File: src/bba_pkg.sv
`timescale 1ns / 1ps
package bba_pkg;

    localparam int PAGE_BYTES      = 4096;
    localparam int HEADER_BYTES    = 32;
    localparam int NUM_PAGES       = 16;
    localparam int MIN_BLOCK_BYTES = 64;
    localparam int SMALLEST_REQ    = 8;

    localparam int SLOTS_PER_PAGE = PAGE_BYTES / MIN_BLOCK_BYTES;
    localparam int SLOT_BITS      = $clog2(SLOTS_PER_PAGE);
    localparam int PAGE_BITS      = (NUM_PAGES > 1) ? $clog2(NUM_PAGES) : 1;
    localparam int IDX_BITS       = PAGE_BITS + SLOT_BITS;
    localparam int TOP_ORDER      = SLOT_BITS;
    localparam int ORD_BITS       = 3;
    localparam int MIN_BITS       = $clog2(MIN_BLOCK_BYTES);

    typedef enum logic [1:0] {
        ST_GRANT   = 2'd0,
        ST_ZERO    = 2'd1,
        ST_LARGE   = 2'd2,
        ST_EXHAUST = 2'd3
    } status_t;

    typedef struct packed {
        status_t              kind;
        logic [ORD_BITS-1:0]  need;
    } item_t;

endpackage

File: src/buddy_block_allocator.sv
`timescale 1ns / 1ps
// A refused request (zero or too large) is answered from idle without a walk; a grant
// walks the open pages first fit, reading and checking each block, opens a new page
// if none fits, then halves down to the need. Exhaustion: no fit with all pages open.
// Throughput: one request at a time in the walk unit; a 2-entry queue takes new
// requests meanwhile. The walk hops from block start to block start in the slot RAM.
// Reset (rst_n low, asynchronous) empties the queue and closes all pages.
module buddy_block_allocator
(
    input  logic        clk,
    input  logic        rst_n,
    input  logic        s_tvalid,
    output logic        s_tready,
    input  logic [15:0] s_tdata,   // request_bytes[15:0]
    output logic        m_tvalid,
    input  logic        m_tready,
    output logic [23:0] m_tdata    // status[1:0], data_offset[17:2], block_order[20:18]
);
    import bba_pkg::*;

    logic  q_valid;
    logic  q_pop;
    item_t q_item;

    bba_front u_front
    (
        .clk      (clk),
        .rst_n    (rst_n),
        .s_tvalid (s_tvalid),
        .s_tready (s_tready),
        .s_tdata  (s_tdata),
        .q_valid  (q_valid),
        .q_item   (q_item),
        .q_pop    (q_pop)
    );

    bba_engine u_engine
    (
        .clk      (clk),
        .rst_n    (rst_n),
        .q_valid  (q_valid),
        .q_item   (q_item),
        .q_pop    (q_pop),
        .m_tvalid (m_tvalid),
        .m_tready (m_tready),
        .m_tdata  (m_tdata)
    );

endmodule

File: src/bba_front.sv
`timescale 1ns / 1ps
module bba_front
(
    input  logic           clk,
    input  logic           rst_n,
    input  logic           s_tvalid,
    output logic           s_tready,
    input  logic [15:0]    s_tdata,
    output logic           q_valid,
    output bba_pkg::item_t q_item,
    input  logic           q_pop
);
    import bba_pkg::*;

    item_t      entry_reg [2];
    logic [1:0] count_reg;
    item_t      cls;
    logic [16:0] total;
    logic       push;

    always_comb
    begin
        cls.kind = ST_GRANT;
        cls.need = ORD_BITS'(TOP_ORDER);
        if (s_tdata < 16'(SMALLEST_REQ))
            total = 17'(SMALLEST_REQ + HEADER_BYTES);
        else
            total = {1'b0, s_tdata} + 17'(HEADER_BYTES);
        // Smallest order whose block holds the total; scan from the top down.
        for (int n = TOP_ORDER; n >= 0; n--)
        begin
            if (total <= 17'(MIN_BLOCK_BYTES << n))
                cls.need = ORD_BITS'(n);
        end
        if (s_tdata == 16'd0)
            cls.kind = ST_ZERO;
        else if (total > 17'(PAGE_BYTES))
            cls.kind = ST_LARGE;
    end

    assign s_tready = (count_reg != 2'd2);
    assign push     = s_tvalid && s_tready;
    assign q_valid  = (count_reg != 2'd0);
    assign q_item   = entry_reg[0];

    always_ff @(posedge clk or negedge rst_n)
    begin
        if (!rst_n)
        begin
            count_reg <= 2'd0;
        end
        else
        begin
            if (push && q_pop)
            begin
                if (count_reg == 2'd1)
                    entry_reg[0] <= cls;
                else
                begin
                    entry_reg[0] <= entry_reg[1];
                    entry_reg[1] <= cls;
                end
            end
            else if (q_pop)
            begin
                entry_reg[0] <= entry_reg[1];
                count_reg    <= count_reg - 2'd1;
            end
            else if (push)
            begin
                if (count_reg == 2'd0)
                    entry_reg[0] <= cls;
                else
                    entry_reg[1] <= cls;
                count_reg <= count_reg + 2'd1;
            end
        end
    end

endmodule

File: src/bba_engine.sv
`timescale 1ns / 1ps
module bba_engine
(
    input  logic           clk,
    input  logic           rst_n,
    input  logic           q_valid,
    input  bba_pkg::item_t q_item,
    output logic           q_pop,
    output logic           m_tvalid,
    input  logic           m_tready,
    output logic [23:0]    m_tdata  // status[1:0], data_offset[17:2], block_order[20:18]
);
    import bba_pkg::*;

    typedef enum logic [2:0] {
        S_IDLE,
        S_READ,
        S_CHECK,
        S_OPEN,
        S_SPLIT
    } state_t;

    localparam int ENTRY_BITS = ORD_BITS + 1;

    state_t                state_reg;
    logic [ENTRY_BITS-1:0] mem [NUM_PAGES * SLOTS_PER_PAGE];
    logic [ENTRY_BITS-1:0] rd_reg;
    logic [IDX_BITS-1:0]   idx_reg;
    logic [ORD_BITS-1:0]   need_reg;
    logic [ORD_BITS-1:0]   ord_reg;
    logic [PAGE_BITS:0]    pages_reg;
    logic                  out_valid_reg;
    status_t               out_status_reg;
    logic [15:0]           out_offset_reg;
    logic [ORD_BITS-1:0]   out_order_reg;

    logic                  wr_en;
    logic [IDX_BITS-1:0]   wr_addr;
    logic [ENTRY_BITS-1:0] wr_data;
    logic                  rd_used;
    logic [ORD_BITS-1:0]   rd_ord;
    logic [SLOT_BITS:0]    next_slot;
    logic [PAGE_BITS:0]    next_page;
    logic [ORD_BITS-1:0]   half_ord;

    assign rd_used   = rd_reg[ENTRY_BITS-1];
    assign rd_ord    = rd_reg[ORD_BITS-1:0];
    assign next_slot = {1'b0, idx_reg[SLOT_BITS-1:0]} + ((SLOT_BITS+1)'(1) << rd_ord);
    assign next_page = {1'b0, idx_reg[IDX_BITS-1:SLOT_BITS]} + (PAGE_BITS+1)'(1);
    assign half_ord  = ord_reg - ORD_BITS'(1);

    assign q_pop    = (state_reg == S_IDLE) && q_valid && !out_valid_reg;
    assign m_tvalid = out_valid_reg;
    assign m_tdata  = {3'd0, out_order_reg, out_offset_reg, out_status_reg};

    always_comb
    begin
        wr_en   = 1'b0;
        wr_addr = idx_reg;
        wr_data = {1'b1, ord_reg};
        if (state_reg == S_SPLIT)
        begin
            wr_en = 1'b1;
            if (ord_reg > need_reg)
            begin
                // The right half of the split stays free.
                wr_addr = idx_reg + (IDX_BITS'(1) << half_ord);
                wr_data = {1'b0, half_ord};
            end
        end
    end

    always_ff @(posedge clk)
    begin
        if (wr_en)
            mem[wr_addr] <= wr_data;
        rd_reg <= mem[idx_reg];
    end

    always_ff @(posedge clk or negedge rst_n)
    begin
        if (!rst_n)
        begin
            state_reg     <= S_IDLE;
            pages_reg     <= '0;
            out_valid_reg <= 1'b0;
        end
        else
        begin
            if (out_valid_reg && m_tready)
                out_valid_reg <= 1'b0;
            unique case (state_reg)
                S_IDLE:
                begin
                    if (q_pop)
                    begin
                        need_reg <= q_item.need;
                        idx_reg  <= '0;
                        if (q_item.kind != ST_GRANT)
                        begin
                            out_valid_reg  <= 1'b1;
                            out_status_reg <= q_item.kind;
                            out_offset_reg <= 16'd0;
                            out_order_reg  <= '0;
                        end
                        else if (pages_reg == '0)
                            state_reg <= S_OPEN;
                        else
                            state_reg <= S_READ;
                    end
                end
                S_READ:
                    state_reg <= S_CHECK;
                S_CHECK:
                begin
                    if (!rd_used && rd_ord >= need_reg)
                    begin
                        ord_reg   <= rd_ord;
                        state_reg <= S_SPLIT;
                    end
                    else if (next_slot[SLOT_BITS])
                    begin
                        if (next_page == pages_reg)
                            state_reg <= S_OPEN;
                        else
                        begin
                            idx_reg   <= {next_page[PAGE_BITS-1:0], SLOT_BITS'(0)};
                            state_reg <= S_READ;
                        end
                    end
                    else
                    begin
                        idx_reg   <= {idx_reg[IDX_BITS-1:SLOT_BITS], next_slot[SLOT_BITS-1:0]};
                        state_reg <= S_READ;
                    end
                end
                S_OPEN:
                begin
                    if (pages_reg == (PAGE_BITS+1)'(NUM_PAGES))
                    begin
                        out_valid_reg  <= 1'b1;
                        out_status_reg <= ST_EXHAUST;
                        out_offset_reg <= 16'd0;
                        out_order_reg  <= '0;
                        state_reg      <= S_IDLE;
                    end
                    else
                    begin
                        idx_reg   <= {pages_reg[PAGE_BITS-1:0], SLOT_BITS'(0)};
                        ord_reg   <= ORD_BITS'(TOP_ORDER);
                        pages_reg <= pages_reg + (PAGE_BITS+1)'(1);
                        state_reg <= S_SPLIT;
                    end
                end
                S_SPLIT:
                begin
                    if (ord_reg > need_reg)
                        ord_reg <= half_ord;
                    else
                    begin
                        out_valid_reg  <= 1'b1;
                        out_status_reg <= ST_GRANT;
                        out_offset_reg <= 16'({idx_reg, MIN_BITS'(0)} + HEADER_BYTES);
                        out_order_reg  <= ord_reg;
                        state_reg      <= S_IDLE;
                    end
                end
                default:
                    state_reg <= S_IDLE;
            endcase
        end
    end

endmodule

File: config.mk
export PLATFORM = sky130hd
export DESIGN_NAME = buddy_block_allocator
export DESIGN_NICKNAME = d
export VERILOG_FILES = /design/src/bba_pkg.sv /design/src/buddy_block_allocator.sv /design/src/bba_front.sv /design/src/bba_engine.sv
export SDC_FILE = /design/constraint.sdc
export NUM_CORES = 2
export LEC_CHECK = 0
export BUFFER_PORTS_ARGS = -buffer_cell sky130_fd_sc_hd__buf_2
export CAP_MARGIN = 20
export CORE_MARGIN = 2
export CORE_UTILIZATION = 32
export CTS_CLUSTER_DIAMETER = 50
export DETAILED_ROUTE_END_ITERATION = 6
export PLACE_DENSITY = 0.48
export SYNTH_ARGS = -nofsm -noshare
export SYNTH_HDL_FRONTEND = slang
export SYNTH_HIERARCHICAL = 1
export SYNTH_MEMORY_MAX_BITS = 65536
export SYNTH_SLANG_ARGS = --single-unit
File: constraint.sdc
create_clock -name clk -period 141.2 [get_ports clk]
set_input_delay 28.24 -clock clk [delete_from_list [all_inputs] [get_ports clk]]
set_output_delay 28.24 -clock clk [all_outputs]
set_load 0.02 [all_outputs]
---- Word level (Yosys, flattened, before mapping) ----
Memory sizes are Yosys's and may differ from the RTL's. A register that Yosys moved wholly into a read port is not among the register bits.
Cells that the tools add are included.
storage, ports and cells
  register bits ........................... 48
  RAM bits ................................ 4106
  input port bits ......................... 20
  output and inout port bits .............. 26
  word-level logic and storage cells ...... 172
  memories kept ........................... 2
operators by class
  add/subtract/negate cells ............... 9
  magnitude comparators ................... 10
  eq/ne operators ......................... 20
  shifts and indexed selects .............. 2
  multiplexer cells ....................... 81
  bitwise gates (word level) .............. 6
  reduce and logical (&&, ||, !) cells .... 31
memory list
  name               depth  bits a word  read ports  clocked after memory_dff  write ports  RTL line          source
  u_engine.mem       1024   4            1           1                         1            bba_engine.sv:26  logic [ENTRY_BITS-1:0] mem [NUM_PAGES * SLOTS_PER_PAGE];
  u_front.entry_reg  2      5            2           0                         2            bba_front.sv:15   item_t entry_reg [2];
operators with widths
  operator                                                         count
  2-to-1 mux 10 bit                                                7
  2-to-1 mux 16 bit                                                4
  2-to-1 mux 3 bit                                                 16
  one-hot mux 16 bit (3 select lines)                              1
  one-hot mux 10 bit (3 select lines)                              1
  2-to-1 mux 1 bit                                                 27
  2-to-1 mux 2 bit                                                 13
  2-to-1 mux 5 bit                                                 4
  != test 2 bit, second input constant                             9
  one-hot mux 3 bit (3 select lines)                               2
  adder 16 x 6 -> 17 bit, second input constant                    1
  greater-than comparator 17 x 13 -> 1 bit, second input constant  1
  <= comparator 17 x 10 -> 1 bit, second input constant            1
  <= comparator 17 x 11 -> 1 bit, second input constant            1
  <= comparator 17 x 12 -> 1 bit, second input constant            1
  <= comparator 17 x 7 -> 1 bit, second input constant             1
  <= comparator 17 x 8 -> 1 bit, second input constant             1
  <= comparator 17 x 9 -> 1 bit, second input constant             1
  2-to-1 mux 17 bit                                                1
  adder 16 x 6 -> 16 bit, second input constant                    1
  zero test 16 bit                                                 1
  less-than comparator 16 x 4 -> 1 bit, second input constant      1
  one-hot mux 3 bit (5 select lines)                               1
  AND reduction 6 bit                                              2
  35 further kinds                                                 60

---- Logic depth before layout (Yosys ltp) ----
  depth after elaboration ................. 12
  gate-level depth with buffers ........... 16
  gate-level depth less buffers ........... 14

---- Cells and area by module ----
The synthesis kept the hierarchy.
modules (own cells, without submodules)
  module      instances  cells an instance  area each (um^2)  seq. area each (um^2)
  bba_engine  1          8359               164756.8          124264.2
  bba_front   1          131                1198.6            350.3

---- Worst setup path before layout ----
No wires, ideal clock.
  kind .................................... register to register
  start ................................... register u_engine.ord_reg[1]
  end ..................................... memory u_engine/mem[0][1] in the netlist's numbering, data pin
  setup time .............................. 6.797 ns
  data arrival time ....................... 148.017 ns
  required time ........................... 134.403 ns
  setup slack ............................. -13.614 ns
  stages on the path, launching flop included .. 8
  path buffers ............................ 1
  period minus slack after synthesis ...... 154.814 ns
  path through ............................ edfxtp_1 > ha_1 > nor2b_1 > o21ai_2 > a211oi_2 > inv_2 > clkbuf_1 > o21ai_0
on the way
  word-level cells in the longest chain between the ends .. 3
  elaborated cells between the ends (all ways) .. 4
  those cells by class .................... add/sub (1); order compare (1); mux (2)
ends and longest elaborated chain
  item                                                                               RTL line                            source
  start, declared                                                                    bba_engine.sv:30                    logic [ORD_BITS-1:0] ord_reg;
  start signal, assigned                                                             bba_engine.sv:118                   ord_reg <= rd_ord;
  start signal, assigned                                                             bba_engine.sv:150                   ord_reg <= ORD_BITS'(TOP_ORDER);
  start signal, assigned                                                             bba_engine.sv:158                   ord_reg <= half_ord;
  subtractor 3 x 1 -> 3 bit / greater-than comparator 3 bit (equally long branches)  bba_engine.sv:50, bba_engine.sv:64
  2-to-1 mux 4 bit                                                                   bba_engine.sv:64                    if (ord_reg > need_reg)
  2-to-1 mux 4 bit *                                                                 bba_engine.sv:61                    if (state_reg == S_SPLIT)
  net u_engine.wr_data[1]                                                            bba_engine.sv:39                    logic [ENTRY_BITS-1:0] wr_data;
  end, declared                                                                      bba_engine.sv:26
Mark *: on every way through the listed nets, which the timed path passes. The rest lies on a longest branch.

---- Worst setup path after layout ----
  start ................................... register u_front.count_reg[0]
  end ..................................... output s_tready
on the way
  word-level cells in the longest chain between the ends .. 1
ends and longest elaborated chain
  item                    RTL line                     source
  start, declared         bba_front.sv:16              logic [1:0] count_reg;
  start signal, assigned  bba_front.sv:67              count_reg <= count_reg - 2'd1;
  start signal, assigned  bba_front.sv:75              count_reg <= count_reg + 2'd1;
  != test 2 bit           bba_front.sv:41              assign s_tready = (count_reg != 2'd2);
  end, declared           buddy_block_allocator.sv:13  output logic s_tready,
No other way between the ends.

==> flow_metrics.env <==
export IMPL_status="finished, final reports clean"
export IMPL_grt_pass1_wl_mm=711
export IMPL_cts_root_buf="clkbuf_16"
export IMPL_arrival_ns=1.88
export IMPL_clk_latency_ns=1.07
export IMPL_r2r_start="u_engine/idx_reg[0]"
export IMPL_max_cap_viol_count=0
export IMPL_setup_violations_final=0
export IMPL_drcViolationCount=0
export IMPL_grt_max_degree=205
export IMPL_synth_seq_cells=4153
export IMPL_worstHoldPathCells=0
export IMPL_fin_ws_ns=111.08
export IMPL_fin_crit_ns=30.12
export IMPL_max_slew_margin_pct=9.61
export IMPL_grt_pass1_vias=89100
export IMPL_synthArstFlopShare_pct=0.265
export IMPL_timing_rr_end="u_engine/rd_reg[3]"
export IMPL_coreArea_um2=517000
export IMPL_reg2regPathDepth=12
export IMPL_cp_num_buf_inv=3
export IMPL_worstHoldPathType="register to register"
export IMPL_cts_buffers=460
export IMPL_worstHoldEndpoint="u_engine/need_reg[1]"
export IMPL_p_leak_nw=57.6
export IMPL_yosys_area_share_simple_pct=4.68
export IMPL_rsz0062_at_grt="false"
export IMPL_drt_total_wl_mm=509
export IMPL_grt_antenna_before_repair=31
export IMPL_tightest_slew_ns=1.36
export IMPL_cts_buffer_depth=4
export IMPL_netlist_instances=8490
export IMPL_powerDensity_nw_per_um2=18.1
export IMPL_die_y_um=724
export IMPL_grt_overflow_total=0
export IMPL_post_cts_buffers=0
export IMPL_crit_fanout=3
export IMPL_synth_compound_area_share_pct=3.52
export IMPL_ant_nets=0
export IMPL_ys_seq_area_share_pct=75.1
export IMPL_syn_to_final_growth_pct=14.4
export IMPL_drv_slew=0
export IMPL_cp_common_cell="inv_1"
export IMPL_worstHoldStart="u_front/entry_reg[0][1]"
export IMPL_avgSynthCellArea_um2=19.5
export IMPL_io_pins=46
export IMPL_crit_family="flip-flops"
export IMPL_drive_gt1_share_pct=23.0
export IMPL_synth_top_family_by_area="multiplexers"
export IMPL_synth_cell_type_count=95
export IMPL_cp_required_ns=112.96
export IMPL_post_cts_resized=0
export IMPL_dieArea_um2=524000
export IMPL_max_freq_mhz=33.2
export IMPL_gp_congestion=0.850
export IMPL_skew_ns=0.0738
export IMPL_cts_sinks=4153
export IMPL_ir_drop_v=0.0000110
export IMPL_fill_cells=47500
export IMPL_cts_tree="built"
export IMPL_max_stage_delay_ns=0.39
export IMPL_setup_tns_ns=0
export IMPL_cts_max_level=5
export IMPL_cts_hold_buf=0
export IMPL_critPathSlowestCell="dfrtp_1"
export IMPL_dieWidth_um=724
export IMPL_pre_cts_ws_ns=110.79
export IMPL_rows=264
export IMPL_ys_warn_count=6
export IMPL_muxShareOfSynthArea_pct=14.3
export IMPL_clk_pin_slew_worst_paths_ns=0.06
export IMPL_ys_flop_type="edfxtp_1"
export IMPL_wl_per_cell_um=31.7
export IMPL_synthXorXnorAreaFrac_pct=0.127
export IMPL_viasPerCell=5.49
export IMPL_synthAdderAreaFrac_pct=0.280
export IMPL_layout_nets=8771
export IMPL_cp_start_kind="register"
export IMPL_start_util_pct=32.1
export IMPL_worst_path_stages=4
export IMPL_synth_area_um2=166000
export IMPL_io_buffer_count=37
export IMPL_reg2reg_slack_ns=133.64
export IMPL_endpoint_kind="output pin"
export IMPL_worstSetupPathType="register to output pin"
export IMPL_worstPathCellList="inv_1, ha_1, inv_1, buf_2"
export IMPL_synth_edff_count=4138
export IMPL_hold_viol=0
export IMPL_global_route_usage_total_pct=19.0
export IMPL_vias=87900
export IMPL_min_period_over_period_pct=21.3
export IMPL_drt_pass1_iter_count=6
export IMPL_largest_register_ffs=4096
export IMPL_drtIter0Drc=10600
export IMPL_hpwl_mm=325
metal layers:
layer / global-route usage [%] / part of all wire, %
met4: 5.17 / 2.9
met2: 30.7 / 47
met5: 0 / 0.0026
met3: 3.16 / 7.2
met1: 26.6 / 42
cell usage after synthesis, drive strengths merged (7+ instances only):
cell type / instances / area (µm²)
nand4: 154 / 1090
mux2i: 258 / 2580
a21o: 10 / 75.1
or4: 12 / 90.1
inv: 34 / 128
nand3: 45 / 230
nor4: 31 / 267
a211oi: 44 / 355
or3: 17 / 111
clkbuf: 270 / 1010
and2: 14 / 87.6
xnor2: 19 / 166
a221oi: 68 / 596
o211ai: 18 / 135
nand2: 115 / 432
dfrtp: 11 / 275
o21ai: 68 / 344
ha: 34 / 425
nor3: 316 / 1590
buf: 325 / 2170
o22a: 8 / 70.1
nor2b: 20 / 125
a21oi: 96 / 503
o221ai: 49 / 429
a32oi: 7 / 61.3
edfxtp: 4138 / 124000
o22ai: 88 / 551
mux2: 21 / 240
a2111oi: 11 / 96.3
nor2: 851 / 3200
nand2b: 15 / 93.8
a22o: 82 / 718
a211o: 15 / 131
o21a: 7 / 52.6
a22oi: 166 / 1250
and3: 17 / 106
mux4: 928 / 20900
through the flow:
step	total power [mW]	cell area [µm²]	instances	hold slack, ns	utilization (%)
2_1_floorplan	2.11	166000	8497	0.473	-
3_3_place_gp	2.25	174000	15200	0.419	33.8
3_5_place_dp	2.26	175000	15200	0.421	33.8
4_1_cts	3.47	190000	16000	0.434	36.7
5_1_grt	3.55	190000	16000	0.447	36.8
6_report	3.44	190000	16000	0.430	36.8
cell type report:
cell class,instances,area (µm²),share of cell area [%]
flip-flops and latches,4153,125000,65.6
multi-input cells,3713,38400,20.2
clock buffers,549,12000,6.31
well taps,6916,8650,4.56
clock inverters,304,3250,1.71
repair buffers,351,2860,1.51
inverters,36,150,0.0791
diodes,8,20.0,0.0105
report_power, final:
| group | switching (mW) | leakage, nW | internal [mW] | total (mW) |
|---|---|---|---|---|
| Sequential | 0.00730 | 37.2 | 1.44 | 1.45 |
| Clock | 0.509 | 7.37 | 0.699 | 1.21 |
| Combinational | 0.550 | 13.0 | 0.233 | 0.783 |
| Total | 1.07 | 57.6 | 2.37 | 3.44 |
cell usage in the layout (no fill, tap or decap), types with 34 or more instances in the layout:
cell / count
ha_1: 34
clkbuf_16: 465
nand2_1: 114
nor3_1: 313
o22ai_1: 87
bufinv_16: 49
a211oi_1: 39
clkbuf_1: 80
buf_4: 284
buf_2: 39
mux2i_1: 258
o221ai_1: 47
a21oi_1: 90
nand3_1: 39
nor2_1: 841
mux4_2: 928
o21ai_0: 63
a221oi_1: 68
edfxtp_1: 4138
clkinv_2: 76
nand4_1: 134
a22oi_1: 166
a22o_1: 82
clkinv_1: 74
worst max-delay path by stage:
stage | from | to | slack [ns]
global placement | s_tvalid | u_front/entry_reg[0][1] | 110.79
finish | u_front/count_reg[0] | s_tready | 111.08
CTS | u_front/count_reg[0] | s_tready | 111.02
detailed placement | s_tvalid | u_front/entry_reg[0][3] | 110.79
floorplan | u_engine/ord_reg[1] | u_engine/mem[0][1] | 63.06
global route | u_front/count_reg[0] | s_tready | 110.96
cell families after synthesis:
kind of cell,count (synthesis)
xor gates and xnor gates,24
muxes,1207
and+or+nand+nor,1648
DFF,4153
buffers and inverters,631
AOI/OAI and AO/OA,790
adders and majority gates,36
other,1
Power figures use the tool's default switching activity.
